--- config.mk ---
export PLATFORM = sky130hd
export DESIGN_NAME = keyed_lane_allocator_core
export DESIGN_NICKNAME = d
export VERILOG_FILES = /design/src/sv/kla_pkg.sv /design/src/sv/kla_ram.sv /design/src/sv/kla_scan.sv /design/src/sv/keyed_lane_allocator_core.sv
export VERILOG_INCLUDE_DIRS = /design/src /design/src/sv
export SDC_FILE = /design/constraint.sdc
export NUM_CORES = 1
export LEC_CHECK = 0
export BUFFER_PORTS_ARGS = -buffer_cell sky130_fd_sc_hd__buf_4
export CAP_MARGIN = 40
export CORE_MARGIN = 2
export CORE_UTILIZATION = 47
export DETAILED_ROUTE_END_ITERATION = 8
export SLEW_MARGIN = 20
export SYNTH_ARGS = -nofsm -noshare
export SYNTH_HDL_FRONTEND = slang
export SYNTH_SLANG_ARGS = --single-unit
--- constraint.sdc ---
create_clock -name i_clk -period 6.3 [get_ports i_clk]
set_input_delay 0.315 -clock i_clk [delete_from_list [all_inputs] [get_ports i_clk]]
set_output_delay 0.315 -clock i_clk [all_outputs]
set_load 0.005 [all_outputs]
--- src/sv/keyed_lane_allocator_core_macros.svh ---
// Assertion macros shared by the lane allocator RTL.
// Included by kla_scan and keyed_lane_allocator_core; depends on nothing.
`ifndef KEYED_LANE_ALLOCATOR_CORE_MACROS_SVH
`define KEYED_LANE_ALLOCATOR_CORE_MACROS_SVH
`ifndef ASSERT_OFF
// Same-cycle implication, sampled on i_clk, off while i_rst_n is low
`define KLA_ASSERT_IMPL(label, ante, cons) \
    label: assert property (@(posedge i_clk) disable iff (!i_rst_n) (ante) |-> (cons)) \
        else $error("kla assertion failed");
// Next-cycle implication, sampled on i_clk, off while i_rst_n is low
`define KLA_ASSERT_NEXT(label, ante, cons) \
    label: assert property (@(posedge i_clk) disable iff (!i_rst_n) (ante) |=> (cons)) \
        else $error("kla assertion failed");
`else
`define KLA_ASSERT_IMPL(label, ante, cons)
`define KLA_ASSERT_NEXT(label, ante, cons)
`endif
`endif

--- src/sv/kla_pkg.sv ---
// Shared codes and types of the keyed lane allocator.
// No dependencies; imported by kla_scan and keyed_lane_allocator_core.
package kla_pkg;

    localparam int STATUS_W   = 3;
    localparam int LANE_IDX_W = 6;
    localparam int KEY_IN_W   = 16;

    // Request opcodes
    localparam logic OP_ALLOC   = 1'b0;
    localparam logic OP_RELEASE = 1'b1;

    // Result status codes
    localparam logic [STATUS_W-1:0] ST_ALLOCATED = 3'd0;
    localparam logic [STATUS_W-1:0] ST_HELD      = 3'd1;
    localparam logic [STATUS_W-1:0] ST_FB_ORIENT = 3'd2;
    localparam logic [STATUS_W-1:0] ST_FB_FULL   = 3'd3;
    localparam logic [STATUS_W-1:0] ST_INVALID   = 3'd4;
    localparam logic [STATUS_W-1:0] ST_NOT_FOUND = 3'd5;
    localparam logic [STATUS_W-1:0] ST_RELEASED  = 3'd6;

    // Only orientation +1 may take a lane
    localparam logic signed [1:0] ORIENT_PLUS = 2'sb01;

    // Scan control from the sequencer
    typedef struct packed {
        logic clear;
        logic sample;
    } t_scan_ctl;

    // Scan outcome flags back to the sequencer
    typedef struct packed {
        logic own_hit;
        logic free_hit;
    } t_scan_flags;

endpackage

--- src/sv/kla_ram.sv ---
// Generic single-port-write, single-port-read RAM with registered read data.
// No dependencies; used for the lane table.
module kla_ram #(
    parameter int WIDTH = 8,
    parameter int DEPTH = 16,
    localparam int AW = (DEPTH > 1) ? $clog2(DEPTH) : 1
) (
    input  logic             i_clk,
    input  logic             i_we,
    input  logic [AW-1:0]    i_waddr,
    input  logic [WIDTH-1:0] i_wdata,
    input  logic             i_re,
    input  logic [AW-1:0]    i_raddr,
    output logic [WIDTH-1:0] o_rdata
);

    logic [WIDTH-1:0] r_mem [DEPTH];
    logic [WIDTH-1:0] r_rdata;

    // Write port and registered read port
    always_ff @(posedge i_clk) begin
        if (i_we) begin
            r_mem[i_waddr] <= i_wdata;
        end
        if (i_re) begin
            r_rdata <= r_mem[i_raddr];
        end
    end

    assign o_rdata = r_rdata;

endmodule

--- src/sv/kla_scan.sv ---
// Lane scan datapath: tracks the first lane owned by the key and the first free lane.
// Depends on kla_pkg and the assertion macro header.
`include "keyed_lane_allocator_core_macros.svh"
module kla_scan
    import kla_pkg::*;
#(
    parameter int LANE_COUNT = 64,
    parameter int KEY_WIDTH  = 16,
    localparam int IW = (LANE_COUNT > 1) ? $clog2(LANE_COUNT) : 1
) (
    input  logic                 i_clk,
    input  logic                 i_rst_n,
    input  t_scan_ctl            i_ctl,
    input  logic [IW-1:0]        i_idx,
    input  logic                 i_used,
    input  logic [KEY_WIDTH-1:0] i_owner,
    input  logic [KEY_WIDTH-1:0] i_key,
    output t_scan_flags          o_flags,
    output logic [IW-1:0]        o_own_idx,
    output logic [IW-1:0]        o_free_idx
);

    logic          r_own_hit;
    logic          r_free_hit;
    logic [IW-1:0] r_own_idx;
    logic [IW-1:0] r_free_idx;
    logic          w_match;

    assign w_match = i_used && (i_owner == i_key);

    // Hit flags: clear at scan start, latch the first hit
    always_ff @(posedge i_clk) begin
        if (!i_rst_n || i_ctl.clear) begin
            r_own_hit  <= 1'b0;
            r_free_hit <= 1'b0;
        end else if (i_ctl.sample) begin
            if (w_match) begin
                r_own_hit <= 1'b1;
            end
            if (!i_used) begin
                r_free_hit <= 1'b1;
            end
        end
    end

    // Lane numbers: hold the lowest hit
    always_ff @(posedge i_clk) begin
        if (i_ctl.sample && !r_own_hit && w_match) begin
            r_own_idx <= i_idx;
        end
        if (i_ctl.sample && !r_free_hit && !i_used) begin
            r_free_idx <= i_idx;
        end
    end

    assign o_flags.own_hit  = r_own_hit;
    assign o_flags.free_hit = r_free_hit;
    assign o_own_idx        = r_own_idx;
    assign o_free_idx       = r_free_idx;

    `KLA_ASSERT_NEXT(a_own_hit_needs_beat, !r_own_hit && !i_ctl.sample, !r_own_hit)
    `KLA_ASSERT_NEXT(a_free_idx_holds, r_free_hit && !i_ctl.clear, r_free_hit && $stable(r_free_idx))

endmodule

--- src/sv/keyed_lane_allocator_core.sv ---
// Keyed lane allocator top level: sequencer, in-use valid bits and the lane table RAM.
// Depends on kla_pkg, kla_ram, kla_scan and the assertion macro header.
//
//  channel   | handshake                 | payload
//  ----------+---------------------------+---------------------------------------------
//  request   | start & !busy             | i_opcode i_key_present i_owner_key
//            |                           | i_hw_coupling i_orientation
//  result    | o_valid (one cycle)       | o_status o_lane_index o_fell_back
//
//  A request that needs the table runs from accept to the next accept through one read
//  per lane on the single RAM read port, a drain state for the last read beat and a
//  decide/write-back state. Invalid and wrong-orientation requests finish in the accept
//  cycle. The result beat shows the cycle after the request finishes. Reset clears the
//  in-use valid flops at once; no clearing pass. The receiver cannot stall; results are
//  never held.
`include "keyed_lane_allocator_core_macros.svh"
module keyed_lane_allocator_core
    import kla_pkg::*;
#(
    parameter int LANE_COUNT = 64,
    parameter int KEY_WIDTH  = 16
) (
    input  logic                  i_clk,
    input  logic                  i_rst_n,
    input  logic                  start,
    output logic                  busy,
    input  logic                  i_opcode,
    input  logic                  i_key_present,
    input  logic [KEY_IN_W-1:0]   i_owner_key,
    input  logic                  i_hw_coupling,
    input  logic signed [1:0]     i_orientation,
    output logic                  o_valid,
    output logic [STATUS_W-1:0]   o_status,
    output logic [LANE_IDX_W-1:0] o_lane_index,
    output logic                  o_fell_back
);

    localparam int IW = (LANE_COUNT > 1) ? $clog2(LANE_COUNT) : 1;
    localparam int DW = KEY_WIDTH + 1;
    localparam logic [IW-1:0] LAST_LANE = IW'(LANE_COUNT - 1);

    localparam logic [1:0] S_IDLE  = 2'd0;
    localparam logic [1:0] S_SCAN  = 2'd1;
    localparam logic [1:0] S_DRAIN = 2'd2;
    localparam logic [1:0] S_DONE  = 2'd3;

    logic [1:0]            r_state, n_state;
    logic [IW-1:0]         r_addr, n_addr;
    logic                  r_rd_vld, n_rd_vld;
    logic [IW-1:0]         r_rd_idx, n_rd_idx;
    logic                  r_op, n_op;
    logic [KEY_WIDTH-1:0]  r_key, n_key;
    logic [LANE_COUNT-1:0] r_vld, n_vld;
    logic                  r_valid, n_valid;
    logic [STATUS_W-1:0]   r_status, n_status;
    logic [LANE_IDX_W-1:0] r_lane, n_lane;
    logic                  r_fb, n_fb;

    logic                  w_we;
    logic [IW-1:0]         w_waddr;
    logic [DW-1:0]         w_wdata;
    logic                  w_re;
    logic [DW-1:0]         w_rdata;
    logic                  w_used;
    t_scan_ctl             w_ctl;
    t_scan_flags           w_flags;
    logic [IW-1:0]         w_own_idx;
    logic [IW-1:0]         w_free_idx;

    // Lane table: in-use bit on top, owner key below
    kla_ram #(
        .WIDTH (DW),
        .DEPTH (LANE_COUNT)
    ) u_ram (
        .i_clk   (i_clk),
        .i_we    (w_we),
        .i_waddr (w_waddr),
        .i_wdata (w_wdata),
        .i_re    (w_re),
        .i_raddr (r_addr),
        .o_rdata (w_rdata)
    );

    // Never-written entries read as free
    assign w_used = w_rdata[KEY_WIDTH] && r_vld[r_rd_idx];

    kla_scan #(
        .LANE_COUNT (LANE_COUNT),
        .KEY_WIDTH  (KEY_WIDTH)
    ) u_scan (
        .i_clk      (i_clk),
        .i_rst_n    (i_rst_n),
        .i_ctl      (w_ctl),
        .i_idx      (r_rd_idx),
        .i_used     (w_used),
        .i_owner    (w_rdata[KEY_WIDTH-1:0]),
        .i_key      (r_key),
        .o_flags    (w_flags),
        .o_own_idx  (w_own_idx),
        .o_free_idx (w_free_idx)
    );

    // Sequencer: accept, scan every lane, drain the last read beat, decide and write back
    always_comb begin
        n_state   = r_state;
        n_addr    = r_addr;
        n_rd_vld  = 1'b0;
        n_rd_idx  = r_addr;
        n_op      = r_op;
        n_key     = r_key;
        n_vld     = r_vld;
        n_valid   = 1'b0;
        n_status  = r_status;
        n_lane    = r_lane;
        n_fb      = r_fb;
        w_we      = 1'b0;
        w_waddr   = w_own_idx;
        w_wdata   = {1'b0, r_key};
        w_re      = 1'b0;
        w_ctl.clear  = 1'b0;
        w_ctl.sample = r_rd_vld;

        case (r_state)
            S_IDLE: begin
                if (start) begin
                    n_op  = i_opcode;
                    n_key = KEY_WIDTH'(i_owner_key);
                    if (!i_key_present || (i_opcode == OP_ALLOC && !i_hw_coupling)) begin
                        n_valid  = 1'b1;
                        n_status = ST_INVALID;
                        n_lane   = '0;
                        n_fb     = 1'b0;
                    end else if (i_opcode == OP_ALLOC && i_orientation != ORIENT_PLUS) begin
                        n_valid  = 1'b1;
                        n_status = ST_FB_ORIENT;
                        n_lane   = '0;
                        n_fb     = 1'b1;
                    end else begin
                        n_state     = S_SCAN;
                        n_addr      = '0;
                        w_ctl.clear = 1'b1;
                    end
                end
            end
            S_SCAN: begin
                w_re     = 1'b1;
                n_rd_vld = 1'b1;
                if (r_addr == LAST_LANE) begin
                    n_state = S_DRAIN;
                end else begin
                    n_addr = r_addr + IW'(1);
                end
            end
            S_DRAIN: begin
                n_state = S_DONE;
            end
            S_DONE: begin
                n_state = S_IDLE;
                n_valid = 1'b1;
                n_fb    = 1'b0;
                n_lane  = '0;
                if (r_op == OP_RELEASE) begin
                    if (w_flags.own_hit) begin
                        w_we     = 1'b1;
                        w_waddr  = w_own_idx;
                        w_wdata  = {1'b0, r_key};
                        n_status = ST_RELEASED;
                        n_lane   = LANE_IDX_W'(w_own_idx);
                    end else begin
                        n_status = ST_NOT_FOUND;
                    end
                end else if (w_flags.own_hit) begin
                    n_status = ST_HELD;
                    n_lane   = LANE_IDX_W'(w_own_idx);
                end else if (w_flags.free_hit) begin
                    w_we              = 1'b1;
                    w_waddr           = w_free_idx;
                    w_wdata           = {1'b1, r_key};
                    n_vld[w_free_idx] = 1'b1;
                    n_status          = ST_ALLOCATED;
                    n_lane            = LANE_IDX_W'(w_free_idx);
                end else begin
                    n_status = ST_FB_FULL;
                    n_fb     = 1'b1;
                end
            end
            default: begin
                n_state = S_IDLE;
            end
        endcase
    end

    // Control state
    always_ff @(posedge i_clk) begin
        if (!i_rst_n) begin
            r_state  <= S_IDLE;
            r_rd_vld <= 1'b0;
            r_vld    <= '0;
            r_valid  <= 1'b0;
        end else begin
            r_state  <= n_state;
            r_rd_vld <= n_rd_vld;
            r_vld    <= n_vld;
            r_valid  <= n_valid;
        end
    end

    // Payload and address registers
    always_ff @(posedge i_clk) begin
        r_addr   <= n_addr;
        r_rd_idx <= n_rd_idx;
        r_op     <= n_op;
        r_key    <= n_key;
        r_status <= n_status;
        r_lane   <= n_lane;
        r_fb     <= n_fb;
    end

    assign busy         = (r_state != S_IDLE);
    assign o_valid      = r_valid;
    assign o_status     = r_status;
    assign o_lane_index = r_lane;
    assign o_fell_back  = r_fb;

    `KLA_ASSERT_NEXT(a_done_gives_beat, r_state == S_DONE, r_valid)
    `KLA_ASSERT_IMPL(a_write_only_in_done, w_we, r_state == S_DONE)
    `KLA_ASSERT_IMPL(a_fb_matches_status, r_valid, r_fb == ((r_status == ST_FB_ORIENT) || (r_status == ST_FB_FULL)))

endmodule
==> flow_summary.toml, run 1 <==
[worst_setup_path]
rr_worst_depth = 9
startpoint_type = "flip-flop"
end_kind = "flip-flop"
cp_max_fo = 75
cp-startpoint = "r_state[0]"
criticalPathCategory = "reg -> reg"
r2r-end = "u_ram.r_mem[48][3]"
r2r-start = "r_state[0]"
worstPathRequired_ps = 6690
crit_arrival_ps = 4540
r2r_setup_slack_ps = 2150

[place]
dp.final_hpwl_mm = 67.6
place_congestion = 0.828
dp.cells = 3482
io_buffers = 35

[sta]
slew_headroom = 0.365
final.setup.tns_ps = 0
fmax_mhz = 241
slew_violations = 0
layout_min_cycle_time_ps = 4150
tightest_slew_ps = 953
clock_skew_ps = 20.7
rsz0062_at_grt = "no"
finalCritPeriodShare = 0.659
finalSetupViolCount = 0
hold_viol = 0

[layout]
final_common_cell = "edfxtp_1"
fill_cells = 7428
most-common-layout-cells = "edfxtp_1 (1150), mux4_2 (360), clkbuf_16 (124)"
instances_no_fill = 3731
area_growth_pct = 14.1
drive_gt1_frac = 0.299
nNetsFinal = 2359

[synthesis]
synth_nets = 2171
synth.cell_area_um2 = 47100
yosys_warnings = 0
synthCells = 2141
ys_seq_elements = 1226
ys_seq_area_frac = 0.765
synth_cell_type_count = 46
syn_area_per_cell_um2 = 22.0

[cts]
clockRootBuffer = "clkbuf_16"
htreeDepth = 3
clock_latency_ps = 690
post_cts_buffers = 0
clk_pin_slew_ps = 60
clk_path_buf_depth = 3
cts_tree = "yes"
cts.sinks = 1226
cts_resized = 0
cts_made_buffers = 121

[grt]
grt_pass1_vias = 22700
globalRouteOverflowTotal = 0
grt_max_degree = 126
track_usage = 0.221
antenna_found_initial = 3
grt_pass1_wl_mm = 162

[hold_path]
holdCritPathClass = "in -> reg"
hold-path-endpoint = "o_valid"
hold_path_depth = 4
hp-start = "i_key_present"

[die]
die_height_um = 321
die_x_um = 321
core_area_um2 = 99700
ioPinCount = 36
die_area_um2 = 103000
start_util = 0.473
num_rows = 116

[route]
firstDrtPassIters = 5
vias_per_cell = 5.99
routed_wl_mm = 112
via_count = 22300
wl_per_cell_um = 30.0
final_antenna_net_count = 0
drc_errors = 0
drtIter0Drc = 2430

[pwr]
swShare = 0.287
p_int_w = 0.0161
p_per_area_nw_per_um2 = 420
seq_power_share = 0.429
power.leakage_nw = 16.6
share_comb_of_total_power = 0.266
vdd_drop_max_mv = 0.372
clock_power_share = 0.305
switchingPower_w = 0.00648

[flow_run]
max_cap_violations = 0

[outcome]
status = "finished clean"
[cell type report]
cell class                 count  area (µm²)  area share
clock buffer                 159        3260      0.0607
inverter                      11        43.8    0.000814
antenna                        2        5.00   0.0000930
sequential                  1226       36100       0.670
clock inverter                66         518     0.00963
tap                         1298        1620      0.0302
timing repair buffer         172        1600      0.0298
multi-input combinational    797       10700       0.199
[cells by family after synthesis]
kind of cell	Yosys count	synth area share
simple gates	268	0.0252
flops	1226	0.765
compound gates	114	0.0152
buf+inv	118	0.0113
mux	389	0.178
fa+ha+maj	6	0.00159
xor+xnor	20	0.00372
[flip-flops by register name, summed over array words and instances, names as in the netlist, 2 cells and up]
name               flops
n_rd_idx               6
o_lane_index           6
o_status               3
r_key                 16
r_rd_idx               6
r_state                2
r_vld                 64
u_ram.o_rdata         17
u_ram.r_mem         1088
u_scan.o_free_idx      6
u_scan.o_own_idx       6
[synthesized netlist by cell type (all sizes together)]
library cell / instances / area, µm²
a21oi: 43 / 215
a22oi: 2 / 15.0
clkbuf: 55 / 206
or3b: 1 / 8.76
mux4: 360 / 8110
o21a: 17 / 128
and2: 7 / 43.8
and3: 1 / 6.26
edfxtp: 1150 / 34500
nor2b: 13 / 81.3
nor3: 9 / 45.0
o31ai: 3 / 22.5
mux2i: 29 / 290
or3: 1 / 6.26
a31oi: 16 / 100
nand2: 36 / 135
nor4bb: 1 / 10.0
xor2: 5 / 43.8
dfxtp: 76 / 1520
nor3b: 2 / 15.0
a2bb2oi: 1 / 8.76
inv: 9 / 33.8
a221oi: 2 / 17.5
and3b: 1 / 8.76
buf: 52 / 287
o211ai: 1 / 7.51
nand4bb: 1 / 11.3
nand4: 6 / 37.5
nand3b: 5 / 37.5
nor4: 5 / 31.3
a22o: 5 / 43.8
or4b: 1 / 10.0
o21ai: 8 / 40.0
xnor2: 15 / 131
nor2: 159 / 597
or4: 1 / 7.51
ha: 6 / 75.1
clkinv: 2 / 7.51
a21o: 3 / 22.5
nand2b: 6 / 37.5
o22ai: 2 / 12.5
nand3: 12 / 60.1
a211oi: 11 / 82.6
[routing by layer]
layer / track usage / up-vias / part of all wire
met5: 0 / - / 0
met4: 0.0513 / 0 / 0.021
met3: 0.0366 / 146 / 0.066
met2: 0.366 / 799 / 0.50
met1: 0.310 / 12000 / 0.41
li1: - / 9348 / -
[how the worst max path moves through the flow]
stage / to / slack [ps] / cells after the start
6_report: u_ram.r_mem[48][3] / 2150 / 9
2_1_floorplan: u_ram.r_mem[0][0] / 2580 / 8
3_3_place_gp: u_ram.r_mem[57][7] / 1410 / 7
3_5_place_dp: u_ram.r_mem[49][5] / 2220 / 9
4_1_cts: u_ram.r_mem[49][2] / 2230 / 9
5_1_grt: u_ram.r_mem[48][2] / 1900 / 9
[power by group through the flow]
stage	clock (W)	combinational, W	sequential [W]
finish	0.00689	0.00601	0.00969
global route	0.00733	0.00633	0.00971
CTS	0.00702	0.00613	0.00969
detailed placement	0	0.00611	0.00986
global placement	0	0.00599	0.00990
floorplan	0	0.00388	0.00995
[timing repair]
| item | 4_1_cts | 5_1_grt |
|---|---|---|
| endpoints found under the setup margin | 0 | 0 |
| hold endpoints to repair | 33 | 0 |
| hold buffers | 18 | 0 |
[through the flow]
| step | utilization | hold WS, ps | area [µm²] | total power (W) | setup WS, ps |
|---|---|---|---|---|---|
| 3_3_place_gp | 0.495 | 442 | 49300 | 0.0159 | 1410 |
| 5_1_grt | 0.539 | 63.5 | 53800 | 0.0234 | 1900 |
| 2_1_floorplan | - | 346 | 47100 | 0.0138 | 2580 |
| 4_1_cts | 0.539 | 0.909 | 53800 | 0.0228 | 2230 |
| 6_report | 0.540 | 44.4 | 53800 | 0.0226 | 2150 |
| 3_5_place_dp | 0.499 | 450 | 49800 | 0.0160 | 2220 |
[worst max-delay path: stages (launching register included)]
cell	delay [ps]
dfxtp_1	390
ha_1	300
nand4bb_1	410
buf_6	310
inv_4	570
nand2_1	150
o31ai_1	140
nand2_1	560
nor2_2	730
buf_6	250
Power figures use the tool's default switching activity.
==> run 2: changes to the inputs <==
Settings changed: ABC_AREA set to 1.
Clock period 6.3 ns to 3.33 ns, I/O delays scaled along.
==> run 2 against run 1 <==
Net effect: utilization grew 0.37 points; sequential power grew 88%; clock skew grew 5.1 ps; synthesized cell count grew 74%; fmax grew 33%; sequential cell count is the same; first-iteration DRC count grew 72%; non-clock buffer count grew 76; sequential share of layout area shrank 1.6 points; critical path type unchanged; highest routed layer is now met5.
==> flow_summary.toml, run 2 <==
[sta]
final.setup.tns_ps = 0
fmax_mhz = 320
layout_min_cycle_time_ps = 3130
rsz0062_at_grt = "no"
finalSetupViolCount = 0
finalCritPeriodShare = 0.939
slew_violations = 0
clock_skew_ps = 25.8
hold_viol = 0
slew_headroom = 0.434
tightest_slew_ps = 849

[layout]
multiInputGateArea_um2 = 10800
nNetsFinal = 3874
most-common-layout-cells = "edfxtp_1 (1150), nor2_1 (676), o21ai_0 (561)"
regArea_um2 = 36100
regMostFlops = "u_ram.r_mem"
fill_cells = 8310
largest_register_ffs = 1088
final_common_cell = "edfxtp_1"
area_growth_pct = 14.9
drive_gt1_frac = 0.117
antenna_cells = 0
final_util = 0.543

[cts]
cts.sinks = 1226
cts_resized = 0
post_cts_buffers = 0
htreeDepth = 3
clk_pin_slew_ps = 60
cts_made_buffers = 121
clockRootBuffer = "clkbuf_16"
clock_latency_ps = 720
cts_tree = "yes"
clk_path_buf_depth = 3

[synthesis]
syn_area_per_cell_um2 = 12.9
synth_edf_count = 1150
ys_top_cells_by_area = "edfxtp_1 (72%), o21ai_0 (5.9%), nor2_1 (5.5%)"
ys_seq_area_frac = 0.752
synthCells = 3717
synth_cell_type_count = 35
synth_top_area_cell = "edfxtp_1"
synth.cell_area_um2 = 48000
synth_commonest_cells = "edfxtp_1 (1150), nor2_1 (707), o21ai_0 (561), nand2_1 (263), nand3_1 (177)"
ys_seq_elements = 1226
ys.flop_type = "edfxtp_1"
yosys_warnings = 0
synth_most_common_cell = "edfxtp_1"
synth_nets = 3747
synthDominantCellAreaShare = 0.720
synth_async_sr_flop_share = 0

[worst_setup_path]
cp_max_fo = 17
crit_arrival_ps = 3520
criticalPathCategory = "reg -> reg"
end_kind = "flip-flop"
startpoint_type = "flip-flop"
worstPathRequired_ps = 3720

[pwr]
swShare = 0.364
power.leakage_nw = 17.9
p_per_area_nw_per_um2 = 846
vdd_drop_max_mv = 0.929
seq_power_share = 0.391
clock_power_share = 0.288
share_comb_of_total_power = 0.321
p_int_w = 0.0296
switchingPower_w = 0.0169

[route]
firstDrtPassIters = 6
final_antenna_net_count = 0
met1Wirelength_mm = 56.4
routed_wl_mm = 135
drtIter0Drc = 4184
met3_length_mm = 11.4
via_count = 31200
vias_per_cell = 5.87
wl_per_cell_um = 25.3
routed-wl-met2_mm = 62.1
highest_layer = "met5"
drc_errors = 0

[die]
core_area_um2 = 101000
start_util = 0.473
num_rows = 117
die_area_um2 = 105000
die_x_um = 323
die_height_um = 323
ioPinCount = 36

[grt]
grt_max_degree = 155
globalRouteOverflowTotal = 0
grt_pass1_vias = 29200
track_usage = 0.256
grt_pass1_wl_mm = 196
antenna_found_initial = 3

[outcome]
status = "finished clean"

[place]
place_congestion = 0.902
dp.final_hpwl_mm = 79.1
io_buffers = 35

[flow_run]
max_cap_violations = 0

[hold_path]
holdCritPathClass = "in -> reg"
run 2: cell types whose count changed after synthesis, sizes merged, moves of 29 or more:
cell    delta
o221ai   +102
mux2i     -29
mux4     -360
inv       +47
nor2     +548
nand3    +165
o21ai    +560
a21oi     +53
o22ai    +162
clkbuf   +113
nand2    +227
o211ai    +33
run 2: path summary, 6_finish.rpt:
| path | start | to | slack [ps] | cells after the start |
|---|---|---|---|---|
| setup reg to reg | r_state[1] | u_ram.r_mem[4][11] | 200 | 9 |
| setup / recovery | r_state[1] | u_ram.r_mem[4][11] | 200 | 9 |
| hold reg to reg | n_rd_idx[3] | r_rd_idx[3] | 420 | 0 |
| hold / removal | i_orientation[1] | o_valid | 90 | 7 |
run 2: cells by family after synthesis:
| family | synth area share |
|---|---|
| buffers and inverters | 0.0261 |
| adder cells (fa/ha/maj) | 0.00156 |
| XOR/XNOR | 0.00128 |
| AND/OR/NAND/NOR | 0.104 |
| flip-flops | 0.752 |
| AO/OA/AOI/OAI | 0.116 |
run 2: layer usage:
layer / vias up / track usage
met5: - / 0
met4: 2 / 0.0861
met3: 249 / 0.0403
met2: 1410 / 0.396
met1: 15500 / 0.372
li1: 14100 / -
run 2: critical path, cell delays in order (launching register included):
cell and delay (ps):
dfxtp_1 360, ha_1 250, inv_2 100, nor3_4 460
o21ai_2 220, inv_1 210, nand4_2 470, buf_4 370
nor2_2 90, buf_4 280
run 2: repair_timing:
| item | CTS | global route |
|---|---|---|
| setup endpoints to repair | 0 | 68 |
| hold buffers | 21 | 0 |
| endpoints found under the hold margin | 68 | 0 |
run 2: cell type report:
type | instances | share of cell area
well taps | 1368 | 0.0311
inverters | 60 | 0.00436
repair buffers | 248 | 0.0453
clock inverters | 75 | 0.0122
flip-flops and latches | 1226 | 0.654
multi-input cells | 2187 | 0.195
clock buffers | 151 | 0.0578
run 2: power groups by stage:
stage / Clock [W] / Combinational, W / Sequential [W]
global placement: 0 / 0.0145 / 0.0186
finish: 0.0134 / 0.0150 / 0.0182
detailed placement: 0 / 0.0147 / 0.0185
CTS: 0.0136 / 0.0148 / 0.0182
floorplan: 0 / 0.00827 / 0.0188
global route: 0.0142 / 0.0161 / 0.0182
run 2: through the flow:
stage	hold WS [ps]	std cells	total power, W	area, µm²	setup slack, ps
2_1_floorplan	264	3717	0.0270	48000	343
3_3_place_gp	344	5051	0.0331	50700	284
3_5_place_dp	346	5062	0.0333	50900	171
4_1_cts	55.1	5309	0.0466	55000	163
5_1_grt	148	5315	0.0485	55100	16.6
6_report	91.7	5315	0.0466	55100	205
